**src/ffpa_pkg.sv**
```systemverilog
// Shared constants, codes and types of the first-fit page allocator.
`default_nettype none

package ffpa_pkg;

   localparam int ENTRIES = 64;
   localparam int ADDR_W  = 48;
   localparam int LEN_W   = 32;
   localparam int IDX_W   = $clog2(ENTRIES);
   localparam int CNT_W   = $clog2(ENTRIES + 1);
   localparam int CSR_IDX_W = 2;

   localparam logic OP_ALLOC = 1'b0;
   localparam logic OP_FREE  = 1'b1;

   localparam logic [1:0] ST_OK      = 2'd0;
   localparam logic [1:0] ST_TOP     = 2'd1;
   localparam logic [1:0] ST_FULL    = 2'd2;
   localparam logic [1:0] ST_NOMATCH = 2'd3;

   localparam logic [CSR_IDX_W-1:0] CSR_MEM_LOW      = 2'd0;
   localparam logic [CSR_IDX_W-1:0] CSR_ADDR_CEILING = 2'd1;
   localparam logic [CSR_IDX_W-1:0] CSR_RESERVE_BASE = 2'd2;
   localparam logic [CSR_IDX_W-1:0] CSR_RESERVE_SIZE = 2'd3;

   // Search token that walks the cell row, one cell per cycle.
   typedef struct packed {
      logic              active;
      logic              op;
      logic              hit;
      logic [CNT_W-1:0]  left;   // records still ahead of the token
      logic [LEN_W-1:0]  size;
      logic [ADDR_W-1:0] addr;   // free address in, granted base out
      logic [ADDR_W:0]   tail;   // newest record's base + length
   } token_type;

   // Append write into one cell.
   typedef struct packed {
      logic              en;
      logic [IDX_W-1:0]  index;
      logic [ADDR_W-1:0] base;
      logic [LEN_W-1:0]  len;
   } wr_type;

endpackage

`default_nettype wire

```
**src/ffpa_ctrl.sv**
```systemverilog
// Request sequencer: launches the search token, resolves appends, holds the response.
`default_nettype none

module ffpa_ctrl (
   input  wire logic                        clock,
   input  wire logic                        reset,
   input  wire logic                        req_valid,
   output logic                             req_stall,
   input  wire logic                        req_operation,
   input  wire logic [ffpa_pkg::LEN_W-1:0]  req_request_size,
   input  wire logic [ffpa_pkg::ADDR_W-1:0] req_free_address,
   output logic                             rsp_valid,
   input  wire logic                        rsp_stall,
   output logic [ffpa_pkg::ADDR_W-1:0]      rsp_granted_address,
   output logic [1:0]                       rsp_status,
   input  wire logic [ffpa_pkg::ADDR_W-1:0] mem_low,
   input  wire logic [ffpa_pkg::ADDR_W-1:0] addr_ceiling,
   input  wire logic [ffpa_pkg::ADDR_W-1:0] reserve_base,
   input  wire logic [ffpa_pkg::ADDR_W-1:0] reserve_size,
   output ffpa_pkg::token_type              launch,
   input  wire ffpa_pkg::token_type         scan_done,
   output ffpa_pkg::wr_type                 wr
);
   import ffpa_pkg::*;

   typedef enum logic [2:0] {
      S_IDLE, S_SCAN, S_CHECK, S_APPEND, S_DONE
   } state_type;

   state_type         state_ff, state_in;
   token_type         launch_ff, launch_in;
   wr_type            wr_ff, wr_in;
   logic [CNT_W-1:0]  count_ff, count_in;
   logic              op_ff, op_in;
   logic [LEN_W-1:0]  size_ff, size_in;
   logic [ADDR_W:0]   base_ff, base_in;
   logic [ADDR_W:0]   end_ff, end_in;
   logic [ADDR_W-1:0] res_addr_ff, res_addr_in;
   logic [1:0]        res_status_ff, res_status_in;
   logic              rsp_valid_ff, rsp_valid_in;
   logic [ADDR_W-1:0] rsp_addr_ff, rsp_addr_in;
   logic [1:0]        rsp_status_ff, rsp_status_in;
   logic              in_window;
   logic [ADDR_W-1:0] final_base;

   assign in_window  = (base_ff >= {1'b0, reserve_base}) && (base_ff < end_ff);
   assign final_base = in_window ? end_ff[ADDR_W-1:0] : base_ff[ADDR_W-1:0];

   always_comb begin
      state_in      = state_ff;
      launch_in     = launch_ff;
      launch_in.active = 1'b0;
      wr_in         = wr_ff;
      wr_in.en      = 1'b0;
      count_in      = count_ff;
      op_in         = op_ff;
      size_in       = size_ff;
      base_in       = base_ff;
      end_in        = end_ff;
      res_addr_in   = res_addr_ff;
      res_status_in = res_status_ff;
      rsp_valid_in  = rsp_valid_ff && rsp_stall;
      rsp_addr_in   = rsp_addr_ff;
      rsp_status_in = rsp_status_ff;

      case (state_ff)
         S_IDLE: begin
            if (req_valid) begin
               launch_in.active = 1'b1;
               launch_in.op     = req_operation;
               launch_in.hit    = 1'b0;
               launch_in.left   = count_ff;
               launch_in.size   = req_request_size;
               launch_in.addr   = req_free_address;
               launch_in.tail   = '0;
               op_in            = req_operation;
               size_in          = req_request_size;
               state_in         = S_SCAN;
            end
         end
         S_SCAN: begin
            if (scan_done.active) begin
               res_addr_in   = '0;
               res_status_in = ST_OK;
               state_in      = S_DONE;
               if (scan_done.hit) begin
                  if (op_ff == OP_ALLOC) begin
                     res_addr_in = scan_done.addr;
                  end
               end else if (op_ff == OP_FREE) begin
                  res_status_in = ST_NOMATCH;
               end else if (count_ff == CNT_W'(ENTRIES)) begin
                  res_status_in = ST_FULL;
               end else begin
                  base_in  = (count_ff == '0) ? {1'b0, mem_low} : scan_done.tail;
                  end_in   = {1'b0, reserve_base} + {1'b0, reserve_size};
                  state_in = S_CHECK;
               end
            end
         end
         S_CHECK: begin
            if (base_ff > {1'b0, addr_ceiling}) begin
               res_addr_in   = '0;
               res_status_in = ST_TOP;
               state_in      = S_DONE;
            end else begin
               state_in = S_APPEND;
            end
         end
         S_APPEND: begin
            wr_in.en      = 1'b1;
            wr_in.index   = count_ff[IDX_W-1:0];
            wr_in.base    = final_base;
            wr_in.len     = size_ff;
            count_in      = count_ff + CNT_W'(1);
            res_addr_in   = final_base;
            res_status_in = ST_OK;
            state_in      = S_DONE;
         end
         S_DONE: begin
            // wait for the output register to drain
            if (!rsp_valid_ff || !rsp_stall) begin
               rsp_valid_in  = 1'b1;
               rsp_addr_in   = res_addr_ff;
               rsp_status_in = res_status_ff;
               state_in      = S_IDLE;
            end
         end
         default: begin
            state_in = S_IDLE;
         end
      endcase
   end

   always_ff @(posedge clock) begin
      if (reset) begin
         state_ff     <= S_IDLE;
         launch_ff    <= '0;
         wr_ff        <= '0;
         count_ff     <= '0;
         rsp_valid_ff <= 1'b0;
      end else begin
         state_ff     <= state_in;
         launch_ff    <= launch_in;
         wr_ff        <= wr_in;
         count_ff     <= count_in;
         rsp_valid_ff <= rsp_valid_in;
         op_ff         <= op_in;
         size_ff       <= size_in;
         base_ff       <= base_in;
         end_ff        <= end_in;
         res_addr_ff   <= res_addr_in;
         res_status_ff <= res_status_in;
         rsp_addr_ff   <= rsp_addr_in;
         rsp_status_ff <= rsp_status_in;
      end
   end

   assign req_stall           = (state_ff != S_IDLE);
   assign launch              = launch_ff;
   assign wr                  = wr_ff;
   assign rsp_valid           = rsp_valid_ff;
   assign rsp_granted_address = rsp_addr_ff;
   assign rsp_status          = rsp_status_ff;

endmodule

`default_nettype wire

```
**config.mk**
```make
export PLATFORM = sky130hd
export DESIGN_NAME = ffpa_ctrl
export DESIGN_NICKNAME = d
export VERILOG_FILES = /design/src/ffpa_pkg.sv /design/src/ffpa_ctrl.sv
export SDC_FILE = /design/constraint.sdc
export NUM_CORES = 1
export LEC_CHECK = 0
export ABC_AREA = 1
export ABC_CLOCK_PERIOD_IN_PS = 24000
export BUFFER_PORTS_ARGS = -buffer_cell sky130_fd_sc_hd__buf_2
export CAP_MARGIN = 15
export CORE_AREA = 2 2 267 269
export DETAILED_ROUTE_END_ITERATION = 10
export DIE_AREA = 0 0 269 271
export GPL_TIMING_DRIVEN = 1
export SYNTH_ARGS = -nofsm -noshare
export SYNTH_HDL_FRONTEND = slang
export SYNTH_SLANG_ARGS = --single-unit
```
**constraint.sdc**
```tcl
create_clock -name clock -period 24 [get_ports clock]
set_input_delay 1.2 -clock clock [delete_from_list [all_inputs] [get_ports clock]]
set_output_delay 1.2 -clock clock [all_outputs]
set_load 0.01 [all_outputs]
```
==> results of run 1 <==
-- worst max-delay path: cells and delay by family --
family                     cells  cell delay [ns]
buffers and inverters          3             0.18
adders and majority gates      1             0.30
AOI/OAI and AO/OA              2             0.40
and+or+nand+nor                9             2.42
-- layout make-up --
class	count	share of cell area, %
Clock inverter	33	1.52
Inverter	365	4.77
Antenna cell	15	0.131
Multi-Input combinational cell	1960	37.1
Sequential cell	418	37.2
Timing Repair Buffer	618	10.9
Tap cell	940	4.09
Clock buffer	57	4.33
-- path summary, 6_finish.rpt --
kind	endpoint	slack, ns	depth (start not counted)
worst max-delay path	res_addr_ff[38]	19.78	15
worst min-delay path	rsp_granted_address[26]	0.41	0
worst max register to register	wr[70]	19.93	14
worst min register to register	rsp_granted_address[26]	0.41	0
-- per-stage QoR --
step / setup slack (ns) / cells / cell area [um^2] / utilization [%] / hold WS, ns
final: 19.78 / 4406 / 28700 / 41.2 / 0.412
after global routing: 19.47 / 4403 / 28700 / 41.2 / 0.416
after CTS: 19.74 / 4391 / 28700 / 41.1 / 0.416
after detailed placement: 19.10 / 4301 / 27000 / 38.7 / 0.405
after global placement: 19.12 / 4301 / 27000 / 38.7 / 0.401
after floorplan: 15.07 / 2896 / 23500 / - / 0.400
-- registers in the layout, summed over array words and instances, names as in the netlist --
register	count
res_addr_ff	48
res_status_ff	2
launch	89
op_ff	1
wr	87
base_ff	49
rsp_valid	1
count_ff	7
size_ff	32
state_ff	3
rsp_status	2
rsp_granted_address	48
end_ff	49
-- kinds of logic (layout without fill, tap and decap cells) --
kind of cell             Yosys count  in the layout  share of synthesized area (%)
flip-flops                       418            418                           45.9
AO/OA/AOI/OAI                    397            397                           9.49
other                              1             65                         0.0161
buffers and inverters            518           1073                           9.35
XOR/XNOR                          43             43                           1.62
adder cells (fa/ha/maj)          195            195                           10.5
AND/OR/NAND/NOR                 1275           1275                           23.1
-- per-layer routing --
layer | vias up | wire length, um | global-route usage (%)
met4 | 8 | 2620 | 7.49
met2 | 617 | 38800 | 36.0
met5 | - | 48 | 0
met3 | 141 | 4820 | 3.08
met1 | 9632 | 37000 | 29.6
li1 | 10400 | - | -
-- report_power, final --
| group | leakage (uW) | total [uW] | internal (uW) | switching, uW |
|---|---|---|---|---|
| clock network | 0.000807 | 770 | 453 | 317 |
| logic | 0.00951 | 265 | 91.8 | 173 |
| registers | 0.00363 | 800 | 788 | 11.5 |
-- layout by cell type (no fill, tap or decap), types with 8 or more instances in the layout --
master     count
a21o_1        16
a21oi_1      227
a21oi_2       20
a31oi_1       16
buf_2        602
buf_4         15
clkbuf_1       8
clkbuf_16     48
clkinv_2      10
conb_1        50
dfxtp_1      187
diode_2       15
edfxtp_1     231
ha_1         194
inv_1        353
inv_2          9
nand2_1      713
nand3_1      257
nand3_2       20
nand4_1       17
nor2_1       220
nor3_1        14
o21ai_0       86
xnor2_1        8
xor2_1        35
==> metrics.md, run 1 <==
| Metric | Value |
|---|---|
| Status | `completed` |
| Most common cell on crit path | `nand2_1` |
| Post-synthesis sequential area ratio | `a little under half` |
| Clk slew on worst S/H paths | `0.06 ns` |
| CP endpoint kind | `register` |
| Power Density | `approximately 64 mW/mm^2` |
| Detailed Place HPWL | `approximately 65000 um` |
| Fin Clk Skew | `0.0358 ns` |
| Fin crit period | `4.22 ns` |
| Hold Path Class | `reg -> reg` |
| Register Area | `approximately 0.011 mm^2` |
| Final period util | `roughly 18%` |
| Achievable frequency | `around 240 MHz` |
| Final TNS setup | `0 ns` |
| Top cells by count, synth | `715 x nand2_1, 355 x inv_1, 257 x nand3_1` |
| Yosys top cell area share | `between 20% and 30%` |
| Crit path from | `reserve_base[42]` |
| H-tree depth | `2` |
| Die H | `around 270 um` |
| Total gr overflow | `0` |
| CTS tree | `yes` |
| Post-CTS Setup Bufs | `0` |
| DRT Pass-1 Iters | `5` |
| Vias per cell | `about 4.7` |
| Drt first-iter violations | `about 1.6k` |
| Main synth FF type | `edfxtp_1` |
| WP data arrival | `~4.6 ns` |
| Initial antenna violation count | `23` |
| RSZ-0062 raised after global routing | `false` |
| Die area | `around 0.073 mm^2` |
| FF+latch count, synth | `418` |
| TritonCTS buffer count | `between 40 and 50` |
| # fillers | `approximately 7k` |
| Share of cells above drive strength 1 | `22.3%` |
| Synth warnings | `0` |
| First-pass GRT wire length | `121000 um` |
| Post-route ant nets | `0` |
| Worst vdd ir | `approximately 60 uV` |
| Top post-synthesis cells by area | `edfxtp_1 30%, dfxtp_1 16%, nand2_1 12%, ha_1 10%, inv_1 5.7%` |
| Footprint of the multi-input gates | `0.0107 mm^2` |
| Largest net degree at the start of global routing | `between 90 and 100` |
| Pwr Total | `approximately 1800 uW` |
| Clock Tree Root | `clkbuf_16` |
| Placer congestion estimate | `roughly 0.94` |
| Synth unique cells | `between 40 and 50` |
| Crit-path max FO | `between 40 and 50` |
| Start point of the worst hold path | `res_addr_ff[26]` |
| Post-Syn Instances | `2847` |
| Hold_buf cts | `0` |
| Startpoint Class | `primary input` |
| Worst-Skew Late Latency | `~0.60 ns` |
| Post-synth top area cell | `edfxtp_1` |
| CTS resizes | `0` |
| CP Cell Sequence | `buf_2 -> inv_1 -> ha_1 -> nand2_1 -> inv_1 -> o21bai_1 -> nand2_1 -> a21oi_1 -> nand2_1 -> nor2_2 -> nand3_4 -> nand2_2 -> nand2_1 -> nand3_1 -> nand2_1` |
| Nets | `roughly 4k` |
| Port Buffer Count | `603` |
| DRC violations left | `0` |
| Final wirelength | `83300 um` |
| Lkg Pwr | `about 0.014 uW` |
| Boundary pin count | `just under 700` |
| Slowest stage delay, CP | `about 0.97 ns` |
| Count leader, synth | `nand2_1` |
| Total GRT Usage | `between 20% and 30%` |
| Slowest cell on crit path | `nand2_2` |
| Wire length per cell | `around 19 um` |
| Maximum capacitance violations | `0` |
| WP data required | `24.33 ns` |
| Final Hold Fails | `0` |
| DR vias | `approximately 21k` |
| Setup CP Type | `in -> reg` |
| Async SR Flop Fraction | `0%` |
| Synthesized area | `between 0.02 and 0.025 mm^2` |
| Max-slew headroom | `between 20% and 30%` |
| Worst slew pin tran | `approximately 1.1 ns` |
| CTS Buffer Depth | `3` |
| R2R Path Start | `base_ff[10]` |
| Synthesis-to-layout area growth | `23.5%` |
| Avg Inst Size Synth | `roughly 8 um^2` |
| Vias in the first global route | `~20k` |
| Setup Viol. Count Final | `0` |
| Starting Density | `around 33%` |
| Post-synth EDFFs | `about 230` |
| Max-slew violation count | `0` |
| Die width | `269 um` |
| Clock sink count | `~420` |
| Core box area | `approximately 0.07 mm^2` |
| Std-Cell Rows | `97` |
Note: power is estimated with default switching activity, not from simulation.
==> run 2: changes to the inputs <==
- ABC_AREA: 1 -> 0
- ABC_CLOCK_PERIOD_IN_PS: 24000 -> 4300
- CORE_AREA: 2 2 267 269 -> 2 2 268 270
- DIE_AREA: 0 0 269 271 -> 0 0 270 272
- clock period: 24 -> 4.3 ns (I/O delays scaled with it)
==> run 2 against run 1 <==
Effect of this change:
- critical path depth shrank 5
- final cell count shrank 6.0%
- register-to-register slack lost 19 ns
- wire length grew 1.9%
- global-route usage grew 0.40 points
- synthesized area shrank 2.4%
- clock skew grew 0.019 ns
- non-clock buffer count grew 246
- largest cell class is now multi-input gates
==> metrics.md, run 2 <==
| Metric | Value |
|---|---|
| R2R setup slack | `between 0.5 and 0.6 ns` |
| Fin Clk Skew | `around 0.054 ns` |
| Vias per cell | `around 5.0` |
| Fin crit period | `about 3.8 ns` |
| Lkg Pwr | `~0.013 uW` |
| DRT Pass-1 Iters | `5` |
| M2 GR Usage | `between 30% and 40%` |
| First-pass GRT wire length | `125000 um` |
| Drt first-iter violations | `roughly 1.6k` |
| Pwr Total | `slightly above 10000 uW` |
| Wire length per cell | `slightly above 20 um` |
| Top cells by count, synth | `411 x nand2_1, 231 x edfxtp_1, 213 x a21oi_1` |
| Power Density | `334 mW/mm^2` |
| Clock sink count | `approximately 420` |
| Total GRT Usage | `22.4%` |
| CP Cell Sequence | `ha_1 -> nand4_1 -> or2_1 -> nor4_1 -> buf_4 -> and4b_1 -> o211a_4 -> buf_4 -> o21ai_0 -> a311oi_1` |
| Worst Path Buf+Inv | `2` |
| Setup Viol. Count Final | `0` |
| Final period util | `slightly below 90%` |
| Count leader, synth | `nand2_1` |
| Avg Inst Size Synth | `9.63 um^2` |
| Total gr overflow | `0` |
| Std-Cell Rows | `~100` |
| Die area | `0.0734 mm^2` |
| Slowest stage delay, CP | `0.61 ns` |
| Detailed Place HPWL | `approximately 63000 um` |
| Final worst slack | `0.535 ns` |
| Initial antenna violation count | `7` |
| Boundary pin count | `just under 700` |
| Maximum capacitance violations | `0` |
| Die H | `~270 um` |
| CTS Buffer Depth | `3` |
| Worst slew pin tran | `just over 1 ns` |
| Max reg flops | `slightly below 90` |
| Post-synth top area cell | `edfxtp_1` |
| DR vias | `20.6k` |
| Final Hold Fails | `0` |
| Placer congestion estimate | `between 0.8 and 0.9` |
| Async SR Flop Fraction | `0%` |
| CTS tree | `yes` |
| Max-slew violation count | `0` |
| Top post-synthesis cells by area | `edfxtp_1 31%, dfxtp_1 16%, ha_1 11%, nand2_1 6.8%, a21oi_1 4.7%` |
| H-tree depth | `2` |
| Vias in the first global route | `19.7k` |
| DRC violations left | `0` |
| Most common cell on crit path | `buf_4` |
| Core box area | `between 0.07 and 0.08 mm^2` |
| Delay-heaviest family, CP | `simple AND/OR/NAND/NOR gates` |
| Synthesis-to-layout area growth | `34.8%` |
| Post-Syn Instances | `roughly 2.4k` |
| Clk slew on worst S/H paths | `~0.060 ns` |
| Largest net degree at the start of global routing | `131` |
| Port Buffer Count | `603` |
| Setup slack at placement | `about 0.55 ns` |
| Yosys top cell area share | `between 30% and 40%` |
| M1 GR Usage | `between 30% and 40%` |
| Final wirelength | `between 80000 and 90000 um` |
| Post-route ant nets | `0` |
| Synthesized area | `between 0.02 and 0.025 mm^2` |
| RSZ-0062 raised after global routing | `false` |
| CP endpoint kind | `register` |
| GRT Max-Usage Layer | `met2` |
| Startpoint Class | `register` |
| Area post-placement | `roughly 0.027 mm^2` |
| Finished Cell Area | `~0.03 mm^2` |
| Status | `completed` |
| Synth unique cells | `between 70 and 80` |
| Max-slew headroom | `between 30% and 40%` |
| Share of cells above drive strength 1 | `roughly 26%` |
| Commonest non-fill, non-tap cells in the layout | `602 x buf_2, 409 x nand2_1, 231 x edfxtp_1` |
| FF+latch count, synth | `418` |
| Main synth FF type | `edfxtp_1` |
| Post-CTS Setup Bufs | `0` |
| Met3 usage in global routing | `approximately 4.2%` |
| Setup CP Type | `reg -> reg` |
| Most common cell after layout, fill and taps aside | `buf_2` |
| Nets | `about 3.8k` |
| Hold Path Class | `in -> reg` |
| Clock Tree Root | `clkbuf_16` |
| Slowest cell on crit path | `edfxtp_1` |
| TritonCTS buffer count | `50` |
| WP data arrival | `4.25 ns` |
| Post-synthesis sequential area ratio | `47.0%` |
| Crit-path max FO | `38` |
| Synth warnings | `0` |
| Worst-Skew Late Latency | `between 0.6 and 0.7 ns` |
| Starting Density | `32.1%` |
| Die width | `between 200 and 300 um` |
| Worst vdd ir | `276 uV` |
| Post-synth EDFFs | `~230` |
| Achievable frequency | `around 270 MHz` |
| WP data required | `about 4.8 ns` |
==> run 2: final cells by class <==
cell class,instances,area [um^2]
Sequential cell,418,10700
Timing Repair Buffer,864,5670
Multi-Input combinational cell,1649,10700
Fill cell,6926,40100
Clock buffer,55,1280
Clock inverter,38,428
Tap cell,950,1190
Antenna cell,5,12.5
Inverter,163,612
==> run 2: timing repair <==
action	CTS	global route
hold buffers	230	0
endpoints found under the hold margin	215	0
gates resized for setup	0	0
==> run 2: kinds of logic (layout without fill, tap and decap cells) <==
family,count (synthesis),after routing,share of synthesized area (%)
muxes,49,49,2.42
AOI/OAI and AO/OA,552,552,16.1
buffers and inverters,340,1120,6.98
xor gates and xnor gates,47,47,1.81
adders and majority gates,195,195,10.8
DFF,418,418,47.0
other,1,55,0.0165
and+or+nand+nor,756,756,14.8
==> run 2: path summary, 6_finish.rpt <==
| kind | to | start | cells after the start |
|---|---|---|---|
| max | wr[62] | base_ff[44] | 10 |
| min | res_addr_ff[32] | scan_done[81] | 3 |
| max reg2reg | wr[62] | base_ff[44] | 10 |
| min reg2reg | rsp_granted_address[39] | res_addr_ff[39] | 0 |
==> run 2: through the flow <==
step,utilization (%),hold slack [ns],TNS (ns),instances
finish,43.3,0.0213,0,4142
detailed placement,37.6,0.405,0,3814
global placement,37.6,0.402,0,3814
global route,43.3,0.0182,0,4141
floorplan,-,0.314,-2.47,2407
CTS,43.2,0.00911,0,4137
==> run 2: worst reg2reg max path, cell delays in order (launching register included) <==
cell and delay, ns:
edfxtp_1 0.61, ha_1 0.40, nand4_1 0.06, or2_1 0.25
nor4_1 0.44, buf_4 0.20, and4b_1 0.33, o211a_4 0.60
buf_4 0.33, o21ai_0 0.09, a311oi_1 0.31
==> run 2: layer usage <==
layer / vias up / share of wire (%)
met5: - / 0.019
met2: 740 / 45
met4: 2 / 3.2
li1: 9962 / -
met3: 138 / 6.5
met1: 9781 / 45
==> run 2: power breakdown <==
part	switching [uW]	internal [uW]	total, uW
Sequential	51.6	4340	4390
Clock	1870	2540	4410
Combinational	789	651	1440
Total	2710	7520	10200
==> run 3: changes to the inputs <==
- HOLD_SLACK_MARGIN: unset -> 0.15
==> run 3 against run 2 <==
Effect of this change:
- setup slack worse by 0.019 ns
- maximum frequency shrank 0.50%
- global-route usage is 0.21 points higher
- worst hold slack gained 0.15 ns
- sequential share of layout area fell by 0.51 points
- count of clock-buffer cells in the layout did not move
- sequential power about the same
- power is 0.43% higher
- wire length is 0.74% higher
- clock power hardly changed
==> metrics.md, run 3 (synthesized netlist as in run 2, its figures left out) <==
| Metric | Value |
|---|---|
| Status | `completed` |
| Final Hold Fails | `0` |
| WP data required | `4.78 ns` |
| Vias per cell | `between 4 and 5` |
| Maximum capacitance violations | `0` |
| WP data arrival | `~4.3 ns` |
| Hold Path Class | `in -> reg` |
| Max-slew headroom | `about a third` |
| Nets | `3803` |
| Final period util | `a little under 90%` |
| Register share of total power | `between 40% and 50%` |
| Placer congestion estimate | `roughly 0.89` |
| Die H | `about 270 um` |
| Fin Clk Skew | `between 0.05 and 0.06 ns` |
| Std-Cell Rows | `between 90 and 100` |
| Starting Density | `roughly a third` |
| CTS resizes | `0` |
| Initial antenna violation count | `5` |
| Finished Cell Area | `about 0.031 mm^2` |
| # fillers | `just under 7k` |
| Area post-placement | `about 0.027 mm^2` |
| Wire length per cell | `between 20 and 25 um` |
| Setup Viol. Count Final | `0` |
| Total GRT Usage | `22.6%` |
| Clk slew on worst S/H paths | `approximately 0.06 ns` |
| Worst-Skew Late Latency | `around 0.63 ns` |
| First-pass GRT wire length | `127000 um` |
| CTS tree | `yes` |
| Clock Power Share | `between 40 and 50%` |
| Clock sink count | `approximately 420` |
| Die width | `between 200 and 300 um` |
| Worst vdd ir | `275 uV` |
| Die area | `between 0.07 and 0.08 mm^2` |
| H-tree depth | `2` |
| Final non-filler cell total | `roughly 4.2k` |
| Port Buffer Count | `around 600` |
| DRC violations left | `0` |
| Startpoint Class | `register` |
| DRT Pass-1 Iters | `7` |
| Post-route ant nets | `0` |
| Pwr Total | `just over 10000 uW` |
| Switching Power | `about 2700 uW` |
| CTS Buffer Depth | `3` |
| Crit-path max FO | `38` |
| Vias in the first global route | `between 20k and 25k` |
| Boundary pin count | `694` |
| Commonest non-fill, non-tap cells in the layout | `602 x buf_2, 409 x nand2_1, 276 x dlygate4sd3_1` |
| Share of cells above drive strength 1 | `25.2%` |
| Int Pwr | `about 7600 uW` |
| Detailed Place HPWL | `62600 um` |
| Clock Tree Root | `clkbuf_16` |
| Setup CP Type | `reg -> reg` |
| DR vias | `about 21k` |
| Max reg flops | `just under 90` |
| Total gr overflow | `0` |
| Sw Ratio | `26.5%` |
| Drt first-iter violations | `between 1.5k and 2k` |
| RSZ-0062 raised after global routing | `false` |
| TritonCTS buffer count | `50` |
| Largest net degree at the start of global routing | `131` |
| Power Density | `331 mW/mm^2` |
| Final wirelength | `85500 um` |
| Lkg Pwr | `around 0.014 uW` |
| Max-slew violation count | `0` |
| Fin crit period | `between 3 and 4 ns` |
| Most common cell after layout, fill and taps aside | `buf_2` |
| Worst slew pin tran | `about 1.0 ns` |
| Core box area | `around 0.07 mm^2` |
| Synthesis-to-layout area growth | `36.8%` |
| CP endpoint kind | `register` |
| Achievable frequency | `roughly 260 MHz` |
| Combinational group share of total power | `between 10% and 20%` |
| Inst Count DP | `3814` |
## run 3: cell type report
type / count / area, um^2 / area share [%]
Clock buffer: 55 / 1280 / 4.12
Timing Repair Buffer: 910 / 6130 / 19.7
Inverter: 163 / 612 / 1.97
Tap cell: 950 / 1190 / 3.83
Multi-Input combinational cell: 1649 / 10700 / 34.5
Sequential cell: 418 / 10700 / 34.4
Antenna cell: 4 / 10.0 / 0.0322
Clock inverter: 38 / 428 / 1.38
## run 3: layer usage
layer  global-route usage, %  share of wire, %
met2                    35.8                45
met1                    30.8                44
met3                    4.35               6.7
met4                    7.65               3.5
met5                       0             0.019
## run 3: critical path, cell delays in order, from the launching register on
cell and delay [ns]:
edfxtp_1 0.61, ha_1 0.40, nand4_1 0.06, or2_1 0.25, nor4_1 0.44, buf_4 0.20, and4b_1 0.32, o211a_4 0.60
buf_4 0.31, o21ai_0 0.09, a311oi_1 0.32
## run 3: what timing repair did
| item | CTS | global route |
|---|---|---|
| hold buffers | 276 | 0 |
| hold endpoints to repair | 266 | 0 |
| setup buffers | 0 | 0 |
## run 3: per-stage QoR
step | setup TNS (ns) | hold slack [ns] | utilization (%) | setup WS [ns]
CTS | 0 | 0.151 | 43.9 | 0.451
global placement | 0 | 0.402 | 37.6 | 0.597
global route | 0 | 0.197 | 43.9 | 0.341
finish | 0 | 0.170 | 43.9 | 0.516
floorplan | -2.47 | 0.314 | - | -0.0252
detailed placement | 0 | 0.405 | 37.6 | 0.547
## run 3: path summary, 6_finish.rpt
check	cells after the start	slack (ns)	endpoint	start
worst min register to register	0	0.41	rsp_granted_address[39]	res_addr_ff[39]
worst min-delay path	3	0.17	end_ff[46]	reserve_size[46]
worst max-delay path	10	0.52	wr[62]	base_ff[44]
worst max register to register	10	0.52	wr[62]	base_ff[44]
## run 3: power groups by stage
stage	Combinational (uW)	Sequential, uW	Clock, uW
finish	1490	4390	4400
global route	1640	4400	4660
CTS	1480	4390	4490
detailed placement	1250	4470	0
global placement	1250	4470	0
floorplan	769	4490	0
